==> src/nmt_slave_heartbeat_producer_core_macros.svh <==
// ----------------------------------------------------------------------------
// NMT slave heartbeat producer assertion macros
// Shared concurrent assertion forms. They compile to nothing when
// NO_ASSERTIONS is defined.
// ----------------------------------------------------------------------------
`ifndef NMT_SLAVE_HEARTBEAT_PRODUCER_CORE_MACROS_SVH
`define NMT_SLAVE_HEARTBEAT_PRODUCER_CORE_MACROS_SVH

`ifndef NO_ASSERTIONS
`define NMTHB_ASSERT_NOW(label, clk, rst_n, ante, cons) \
	label: assert property (@(posedge clk) disable iff (!rst_n) (ante) |-> (cons)) \
		else $error("nmthb assertion failed");
`define NMTHB_ASSERT_NEXT(label, clk, rst_n, ante, cons) \
	label: assert property (@(posedge clk) disable iff (!rst_n) (ante) |=> (cons)) \
		else $error("nmthb assertion failed");
`else
`define NMTHB_ASSERT_NOW(label, clk, rst_n, ante, cons)
`define NMTHB_ASSERT_NEXT(label, clk, rst_n, ante, cons)
`endif

`endif

==> src/nmthb_pkg.sv <==
// ----------------------------------------------------------------------------
// NMT slave heartbeat producer package
// Shared codes, constants and the record passed from front to back.
// ----------------------------------------------------------------------------
package nmthb_pkg;

	localparam int QueueDepth = 2;
	localparam int DivSteps   = 32;

	localparam logic [1:0] OPC_TICK  = 2'd0;
	localparam logic [1:0] OPC_FRAME = 2'd1;
	localparam logic [1:0] OPC_CMD   = 2'd2;

	localparam logic [7:0] CS_START      = 8'h01;
	localparam logic [7:0] CS_STOP       = 8'h02;
	localparam logic [7:0] CS_PREOP      = 8'h80;
	localparam logic [7:0] CS_RESET_NODE = 8'h81;
	localparam logic [7:0] CS_RESET_COMM = 8'h82;

	localparam logic [6:0] ST_INIT        = 7'd0;
	localparam logic [6:0] ST_STOPPED     = 7'd4;
	localparam logic [6:0] ST_OPERATIONAL = 7'd5;
	localparam logic [6:0] ST_PREOP       = 7'd127;

	localparam logic [1:0] EV_NONE       = 2'd0;
	localparam logic [1:0] EV_STATE      = 2'd1;
	localparam logic [1:0] EV_RESET_NODE = 2'd2;
	localparam logic [1:0] EV_RESET_COMM = 2'd3;

	localparam logic [10:0] HB_BASE = 11'h700;
	localparam logic [3:0]  NMT_DLC = 4'd2;

	localparam logic CFG_NODE_ID = 1'b0;
	localparam logic CFG_PERIOD  = 1'b1;

	typedef enum logic [1:0] {
		K_NONE,
		K_TICK,
		K_CMD
	} kind_t;

	typedef enum logic [2:0] {
		C_START,
		C_STOP,
		C_PREOP,
		C_RESET_NODE,
		C_RESET_COMM
	} cmd_t;

	typedef struct packed {
		kind_t       kind;
		cmd_t        cmd;
		logic [31:0] elapsed;
	} item_t;

endpackage

==> src/nmthb_front.sv <==
// ----------------------------------------------------------------------------
// NMT heartbeat front end
// Filters received frames and decodes commands into a compact record.
// ----------------------------------------------------------------------------
module nmthb_front (
	input  logic [1:0]         opcode,
	input  logic [31:0]        tick_ms,
	input  logic [10:0]        frame_id,
	input  logic               frame_extended,
	input  logic               frame_remote,
	input  logic [3:0]         frame_length,
	input  logic [7:0]         byte0,
	input  logic [7:0]         byte1,
	input  logic [6:0]         node_id,
	output nmthb_pkg::item_t   item
);
	import nmthb_pkg::*;

	logic frame_ok;
	logic cmd_known;
	cmd_t cmd;

	always_comb begin
		frame_ok = !frame_extended && !frame_remote && (frame_id == '0) &&
			(frame_length == NMT_DLC) &&
			((byte1 == 8'd0) || (byte1 == {1'b0, node_id}));
	end

	always_comb begin
		cmd_known = 1'b1;
		cmd       = C_START;
		unique case (byte0)
			CS_START:      cmd = C_START;
			CS_STOP:       cmd = C_STOP;
			CS_PREOP:      cmd = C_PREOP;
			CS_RESET_NODE: cmd = C_RESET_NODE;
			CS_RESET_COMM: cmd = C_RESET_COMM;
			default:       cmd_known = 1'b0;
		endcase
	end

	always_comb begin
		item.kind    = K_NONE;
		item.cmd     = cmd;
		item.elapsed = tick_ms;
		unique case (opcode)
			OPC_TICK:  item.kind = K_TICK;
			OPC_FRAME: item.kind = (frame_ok && cmd_known) ? K_CMD : K_NONE;
			OPC_CMD:   item.kind = cmd_known ? K_CMD : K_NONE;
			default:   item.kind = K_NONE;
		endcase
	end

endmodule

==> src/nmthb_queue.sv <==
// ----------------------------------------------------------------------------
// NMT heartbeat item queue
// Small FIFO that decouples the front end from the back end.
// ----------------------------------------------------------------------------
module nmthb_queue #(
	parameter int DEPTH = nmthb_pkg::QueueDepth
) (
	input  logic             clk,
	input  logic             arst_n,
	input  logic             wr_en,
	input  nmthb_pkg::item_t wr_item,
	output logic             full,
	input  logic             rd_en,
	output nmthb_pkg::item_t rd_item,
	output logic             rd_valid
);
	import nmthb_pkg::*;

	localparam int AW = (DEPTH > 1) ? $clog2(DEPTH) : 1;
	localparam int CW = $clog2(DEPTH + 1);

	item_t          mem_q [DEPTH];
	logic [AW-1:0]  wr_ptr_q;
	logic [AW-1:0]  rd_ptr_q;
	logic [CW-1:0]  count_q;
	logic           do_wr;
	logic           do_rd;

	assign full     = (count_q == CW'(DEPTH));
	assign rd_valid = (count_q != '0);
	assign rd_item  = mem_q[rd_ptr_q];
	assign do_wr    = wr_en && !full;
	assign do_rd    = rd_en && rd_valid;

	always_ff @(posedge clk) begin
		if (do_wr) begin
			mem_q[wr_ptr_q] <= wr_item;
		end
	end

	always_ff @(posedge clk or negedge arst_n) begin
		if (!arst_n) begin
			wr_ptr_q <= '0;
			rd_ptr_q <= '0;
			count_q  <= '0;
		end else begin
			if (do_wr) begin
				wr_ptr_q <= (wr_ptr_q == AW'(DEPTH - 1)) ? '0 : wr_ptr_q + 1'b1;
			end
			if (do_rd) begin
				rd_ptr_q <= (rd_ptr_q == AW'(DEPTH - 1)) ? '0 : rd_ptr_q + 1'b1;
			end
			if (do_wr && !do_rd) begin
				count_q <= count_q + 1'b1;
			end else if (do_rd && !do_wr) begin
				count_q <= count_q - 1'b1;
			end
		end
	end

endmodule

==> src/nmthb_back.sv <==
// ----------------------------------------------------------------------------
// NMT heartbeat back end
// Holds the NMT state, the boot-up flag and the heartbeat accumulator,
// reduces the accumulator with a bit-serial remainder unit and keeps the
// result register.
// ----------------------------------------------------------------------------
module nmthb_back (
	input  logic             clk,
	input  logic             arst_n,
	input  logic [6:0]       node_id,
	input  logic [31:0]      heartbeat_period,
	input  logic             q_valid,
	input  nmthb_pkg::item_t q_item,
	output logic             q_pop,
	output logic             empty,
	input  logic             pop,
	output logic [1:0]       event_res,
	output logic             hb_valid,
	output logic [10:0]      hb_id,
	output logic [6:0]       hb_state,
	output logic [6:0]       node_state
);
	import nmthb_pkg::*;

	localparam int SW = $clog2(DivSteps);

	typedef enum logic {
		S_IDLE,
		S_DIV
	} fsm_t;

	fsm_t          fsm_q;
	logic [6:0]    nmt_q;
	logic          bootup_q;
	logic [31:0]   acc_q;
	logic [31:0]   num_q;
	logic [31:0]   rem_q;
	logic [SW-1:0] step_q;
	logic [6:0]    hb_st_q;
	logic          res_valid_q;
	logic [1:0]    ev_q;
	logic          hbv_q;
	logic [10:0]   hbid_q;
	logic [6:0]    hbst_q;

	logic          slot_free;
	logic [32:0]   sum_w;
	logic [31:0]   sat_w;
	logic [32:0]   shl_w;
	logic [32:0]   sub_w;
	logic [31:0]   rem_next;
	logic [10:0]   hb_id_w;

	assign slot_free  = !res_valid_q || pop;
	assign q_pop      = (fsm_q == S_IDLE) && q_valid && slot_free;
	assign empty      = !res_valid_q;
	assign event_res  = ev_q;
	assign hb_valid   = hbv_q;
	assign hb_id      = hbid_q;
	assign hb_state   = hbst_q;
	assign node_state = nmt_q;

	assign sum_w    = {1'b0, acc_q} + {1'b0, q_item.elapsed};
	assign sat_w    = sum_w[32] ? '1 : sum_w[31:0];
	assign shl_w    = {rem_q, num_q[31]};
	assign sub_w    = shl_w - {1'b0, heartbeat_period};
	assign rem_next = sub_w[32] ? shl_w[31:0] : sub_w[31:0];
	assign hb_id_w  = HB_BASE + {4'b0, node_id};

	always_ff @(posedge clk or negedge arst_n) begin
		if (!arst_n) begin
			fsm_q       <= S_IDLE;
			nmt_q       <= ST_INIT;
			bootup_q    <= 1'b1;
			acc_q       <= '0;
			num_q       <= '0;
			rem_q       <= '0;
			step_q      <= '0;
			hb_st_q     <= ST_INIT;
			res_valid_q <= 1'b0;
			ev_q        <= EV_NONE;
			hbv_q       <= 1'b0;
			hbid_q      <= '0;
			hbst_q      <= '0;
		end else begin
			if (pop && res_valid_q) begin
				res_valid_q <= 1'b0;
			end
			unique case (fsm_q)
				S_IDLE: begin
					if (q_pop) begin
						res_valid_q <= 1'b1;
						ev_q        <= EV_NONE;
						hbv_q       <= 1'b0;
						hbid_q      <= '0;
						hbst_q      <= '0;
						unique case (q_item.kind)
							K_TICK: begin
								if (bootup_q) begin
									hbv_q    <= 1'b1;
									hbid_q   <= hb_id_w;
									hbst_q   <= ST_INIT;
									bootup_q <= 1'b0;
									nmt_q    <= ST_PREOP;
									acc_q    <= '0;
								end else if (heartbeat_period != '0) begin
									if (sat_w >= heartbeat_period) begin
										res_valid_q <= 1'b0;
										num_q       <= sat_w;
										rem_q       <= '0;
										step_q      <= '0;
										hb_st_q     <= nmt_q;
										fsm_q       <= S_DIV;
									end else begin
										acc_q <= sat_w;
									end
								end
							end
							K_CMD: begin
								unique case (q_item.cmd)
									C_START: begin
										nmt_q <= ST_OPERATIONAL;
										ev_q  <= EV_STATE;
									end
									C_STOP: begin
										nmt_q <= ST_STOPPED;
										ev_q  <= EV_STATE;
									end
									C_PREOP: begin
										nmt_q <= ST_PREOP;
										ev_q  <= EV_STATE;
									end
									C_RESET_NODE, C_RESET_COMM: begin
										nmt_q    <= ST_INIT;
										acc_q    <= '0;
										bootup_q <= 1'b1;
										ev_q     <= (q_item.cmd == C_RESET_NODE) ?
											EV_RESET_NODE : EV_RESET_COMM;
									end
									default: ev_q <= EV_NONE;
								endcase
							end
							default: ev_q <= EV_NONE;
						endcase
					end
				end
				S_DIV: begin
					rem_q  <= rem_next;
					num_q  <= {num_q[30:0], 1'b0};
					step_q <= step_q + 1'b1;
					if (step_q == SW'(DivSteps - 1)) begin
						acc_q       <= rem_next;
						res_valid_q <= 1'b1;
						hbv_q       <= 1'b1;
						hbid_q      <= hb_id_w;
						hbst_q      <= hb_st_q;
						fsm_q       <= S_IDLE;
					end
				end
				default: fsm_q <= S_IDLE;
			endcase
		end
	end

endmodule

==> src/nmt_slave_heartbeat_producer_core.sv <==
// ----------------------------------------------------------------------------
// NMT slave heartbeat producer core
// Items enter through push/full: a tick, a received NMT frame or a local
// command. The front end filters and decodes each item into a two-entry
// queue; the back end updates the NMT state and heartbeat accumulator and
// places exactly one result per item into a result register read through
// empty/pop. The configuration channel (cfg_valid/cfg_ready) writes the
// node id (index 0) and heartbeat period (index 1); it is always ready.
// An accepted item waits in the queue until the back end takes it and
// registers its result. A tick that makes a heartbeat due runs a
// bit-serial remainder of the accumulator by the period, one bit a cycle,
// and its result is registered once the remainder unit is done; other
// items skip the remainder unit. While the result register is not popped,
// the back end holds and the queue fills; full rises once two items wait.
// Reset returns the node to initialization with boot-up pending, period 0
// and node id 1.
// ----------------------------------------------------------------------------
`include "nmt_slave_heartbeat_producer_core_macros.svh"

module nmt_slave_heartbeat_producer_core #(
	parameter int QUEUE_DEPTH = nmthb_pkg::QueueDepth
) (
	input  logic        clk,
	input  logic        arst_n,
	input  logic        push,
	output logic        full,
	input  logic [1:0]  opcode,
	input  logic [31:0] tick_ms,
	input  logic [10:0] frame_id,
	input  logic        frame_extended,
	input  logic        frame_remote,
	input  logic [3:0]  frame_length,
	input  logic [7:0]  byte0,
	input  logic [7:0]  byte1,
	output logic        empty,
	input  logic        pop,
	output logic [1:0]  event_res,
	output logic        hb_valid,
	output logic [10:0] hb_id,
	output logic [6:0]  hb_state,
	output logic [6:0]  node_state,
	input  logic        cfg_valid,
	output logic        cfg_ready,
	input  logic        cfg_index,
	input  logic [31:0] cfg_data
);
	import nmthb_pkg::*;

	logic [6:0]  node_id_q;
	logic [31:0] period_q;
	item_t       front_item;
	item_t       q_item;
	logic        q_valid;
	logic        q_pop;

	assign cfg_ready = 1'b1;

	always_ff @(posedge clk or negedge arst_n) begin
		if (!arst_n) begin
			node_id_q <= 7'd1;
			period_q  <= '0;
		end else if (cfg_valid) begin
			unique case (cfg_index)
				CFG_NODE_ID: node_id_q <= cfg_data[6:0];
				CFG_PERIOD:  period_q  <= cfg_data;
				default:     period_q  <= period_q;
			endcase
		end
	end

	nmthb_front u_front (
		.opcode         (opcode),
		.tick_ms        (tick_ms),
		.frame_id       (frame_id),
		.frame_extended (frame_extended),
		.frame_remote   (frame_remote),
		.frame_length   (frame_length),
		.byte0          (byte0),
		.byte1          (byte1),
		.node_id        (node_id_q),
		.item           (front_item)
	);

	nmthb_queue #(
		.DEPTH (QUEUE_DEPTH)
	) u_queue (
		.clk      (clk),
		.arst_n   (arst_n),
		.wr_en    (push),
		.wr_item  (front_item),
		.full     (full),
		.rd_en    (q_pop),
		.rd_item  (q_item),
		.rd_valid (q_valid)
	);

	nmthb_back u_back (
		.clk              (clk),
		.arst_n           (arst_n),
		.node_id          (node_id_q),
		.heartbeat_period (period_q),
		.q_valid          (q_valid),
		.q_item           (q_item),
		.q_pop            (q_pop),
		.empty            (empty),
		.pop              (pop),
		.event_res        (event_res),
		.hb_valid         (hb_valid),
		.hb_id            (hb_id),
		.hb_state         (hb_state),
		.node_state       (node_state)
	);

	`NMTHB_ASSERT_NOW(a_idle_frame_zero, clk, arst_n, !empty && !hb_valid,
		hb_id == '0 && hb_state == '0)
	`NMTHB_ASSERT_NOW(a_hb_id_base, clk, arst_n, !empty && hb_valid,
		hb_id[10:8] == 3'b111)
	`NMTHB_ASSERT_NOW(a_event_no_hb, clk, arst_n, !empty && event_res != EV_NONE,
		!hb_valid)
	`NMTHB_ASSERT_NOW(a_state_code, clk, arst_n, 1'b1,
		node_state == ST_INIT || node_state == ST_STOPPED ||
		node_state == ST_OPERATIONAL || node_state == ST_PREOP)

endmodule
==> config.mk <==
export PLATFORM = sky130hd
export DESIGN_NAME = nmt_slave_heartbeat_producer_core
export DESIGN_NICKNAME = d
export VERILOG_FILES = /design/src/nmthb_pkg.sv /design/src/nmthb_front.sv /design/src/nmthb_queue.sv /design/src/nmthb_back.sv /design/src/nmt_slave_heartbeat_producer_core.sv
export VERILOG_INCLUDE_DIRS = /design/src /design/src/src
export SDC_FILE = /design/constraint.sdc
export NUM_CORES = 1
export LEC_CHECK = 0
export BUFFER_PORTS_ARGS = -buffer_cell sky130_fd_sc_hd__buf_4
export CORE_MARGIN = 8
export CORE_UTILIZATION = 45
export DETAILED_ROUTE_END_ITERATION = 16
export GPL_TIMING_DRIVEN = 0
export SLEW_MARGIN = 20
export SYNTH_ARGS = -nofsm -noshare
export SYNTH_HDL_FRONTEND = slang
export SYNTH_HIERARCHICAL = 1
export SYNTH_SLANG_ARGS = --single-unit
==> constraint.sdc <==
create_clock -name clk -period 16.5 [get_ports clk]
set_clock_uncertainty 0.1 [all_clocks]
set_input_delay 2.475 -clock clk [delete_from_list [all_inputs] [get_ports clk]]
set_output_delay 2.475 -clock clk [all_outputs]
set_load 0.005 [all_outputs]
==> impl_metrics.ini <==
[status]
status = finished, final reports clean

[cts]
cts_tree = done
cts_hold_buf = 0
clockBufferDepth = 3
cts.htree.levels = 1
clock_latency_ns = 0.55
cts_resized = 0
clk_pin_slew_worst_paths_ns = 0.06
clock_sinks = 240
root_buffer = clkbuf_16
cts_setup_buffers = 0
cts_buffers = 29

[sta]
rsz0062_at_grt = no
tns_ns = 0
worst_slack_ns = 9.12
max_freq_ghz = 0.136
finalCritPeriodShare_pct = 44.7
worst_hold_slack_ns = 0.378
fin_crit_ns = 7.38
finalSetupViolCount = 0
slew-limit-headroom_pct = 28.6
finalHoldViolCount = 0
drv_slew = 0
worst_pin_slew_ns = 1.07

[yosys]
synth.most_common_cell = nand2_1
synth_common_cells = nand2_1 (218), dfrtp_1 (164), ha_1 (99)
async_flop_share_pct = 69.2
synth-edff-count = 74
syn-mean-instance-area_um2 = 10.0
synth_top_area_share_pct = 27.1
syn_nets = 1720
ys_seq_area_share_pct = 42.1
synth_cell_type_count = 79
synth-seq-cells = 240
yosys_most_used_dff = dfrtp_1
syn_area_um2 = 15200
synth_area_leaders = dfrtp_1 (27%), edfxtp_1 (15%), ha_1 (8.2%)
synthCells = 1514
yosysWarningCount = 6
yosysTopAreaCell = dfrtp_1

[floorplan]
io-pin-count = 136
rows = 67
core_um2 = 33400
start_util_pct = 45.4
dieWidth_um = 200
dieArea_um2 = 39800
die_h_um = 200

[route]
routed_wl_um = 40900
drc = 0
via_count = 11662
wire_per_inst_um = 19.3
via_per_inst = 5.50
initialDrtViolationCount = 757
ant_nets = 0
first_pass_iters = 5

[critical_path]
path_max_fanout = 10
worstSetupPathType = reg -> reg
cp.arrival_ns = 7.75
endpoint_kind = flip-flop
required_ns = 16.87
start_kind = flip-flop

[global_route]
grt_use_met3_pct = 2.83
grt_usage_pct = 20.5
antenna_found_initial = 1
grt_start_max_net_pins = 86
gr-total-overflow = 0
use_met1_pct = 26.7
gr-usage-met2_pct = 35.1
grt-busiest-layer = met2
grt_pass1_vias = 11873
grt_pass1_wl_um = 64500

[layout]
syn_to_final_growth_pct = 15.7
layout.nets = 1855
drive_gt1_share_pct = 19.2
post-route-util_pct = 52.6
final_cells = 2119
n_antenna_cell = 0

[place]
dpl.cell_count = 2066
finalWeightedCongestion = 0.880
dpl.hpwl_um = 31900
port_buffers = 101
detailedPlace.worstSlack_ns = 9.20

[hold_path]
hp-class = reg -> reg

[power]
leakage_uw = 0.00800
vdd_drop_max_mv = 0.111
power.density_nw_per_um2 = 246

[flow_run]
maxCapViolations = 0
==> flip-flops by register name, summed over array words and instances (netlist names), 2 cells and up <==
name / count
u_queue/count_q: 2
u_queue/mem_q: 74
u_back/num_q: 32
u_back/node_state: 3
node_id_q: 7
u_back/step_q: 5
u_back/hb_state: 3
u_back/hb_id: 8
u_back/acc_q: 32
u_back/event_res: 2
u_back/hb_st_q: 3
u_back/rem_q: 32
period_q: 32
==> layout make-up <==
type / instances / area, um2
buffer: 103 / 628
clock buffer: 39 / 813
clock inverter: 14 / 144
fill: 3142 / 15800
inverter: 65 / 244
multi-input combinational: 1106 / 7920
sequential: 240 / 6380
tap: 448 / 561
timing repair buffer: 104 / 848
==> layout by cell type (no fill, tap or decap), drive strengths merged, types with 35 or more instances in the layout <==
cell type	n
mux2	97
dfrtp	164
nor2	70
a21o	55
inv	63
nand2	220
edfxtp	74
clkbuf	80
o21ai	87
o211ai	35
a21oi	90
ha	99
buf	166
==> path summary, 6_finish.rpt <==
path | start | to | slack, ns | cells past startpoint
setup / recovery | u_queue/rd_ptr_q | u_back/rem_q[28] | 9.12 | 25
hold / removal | u_back/event_res[0] | u_back/event_res[0] | 0.38 | 2
setup reg to reg | u_queue/rd_ptr_q | u_back/rem_q[28] | 9.12 | 25
hold reg to reg | u_back/event_res[0] | u_back/event_res[0] | 0.38 | 2
max in group asynchronous | arst_n | u_back/event_res[0] | 13.60 | 2
min in group asynchronous | arst_n | u_back/acc_q[28] | 1.83 | 1
==> cell families after synthesis <==
family / share of synthesized area, %
buffers and inverters: 5.75
XOR/XNOR: 3.75
multiplexers: 10.2
AND/OR/NAND/NOR: 13.5
AO/OA/AOI/OAI: 16.2
other: 0.0495
adder cells (fa/ha/maj): 8.50
flip-flops: 42.1
==> power breakdown <==
part	leakage (uW)	switching, uW	internal (uW)
logic	0.00479	1610	1110
registers	0.00273	130	823
clock network	0.000475	252	389
total	0.00800	1990	2320
==> routing by layer <==
metal	share of wire, %	up-vias
li1	-	5710
met1	44	5609
met2	49	273
met3	4.9	70
met4	2.6	0
met5	0	-
==> worst max-delay path, stage by stage, from the launching register on <==
cell and delay [ns]:
dfrtp_1 0.35, buf_6 0.18, buf_6 0.22, mux2_4 0.34, ha_1 0.23, fa_1 0.44, a211oi_1 0.35, o311a_1 0.21
o21ai_1 0.15, o211ai_1 0.38, a21o_1 0.24, a31o_2 0.23, nand2_1 0.20, or2_2 0.42, ha_1 0.31, a21o_1 0.18
a21o_1 0.16, a21oi_1 0.14, o21a_1 0.15, o211ai_1 0.16, a31o_2 0.33, and2_1 0.18, a21oi_1 0.84, clkbuf_1 0.57
nand2_1 0.12, o21ai_0 0.09
==> metrics by stage <==
stage / total power [uW] / cell area, um2
2_1_floorplan: 2910 / 15200
3_3_place_gp: 3610 / 16500
3_5_place_dp: 3670 / 16600
4_1_cts: 4340 / 17500
5_1_grt: 4680 / 17500
6_report: 4310 / 17500
(Power assumes the default switching activity.)
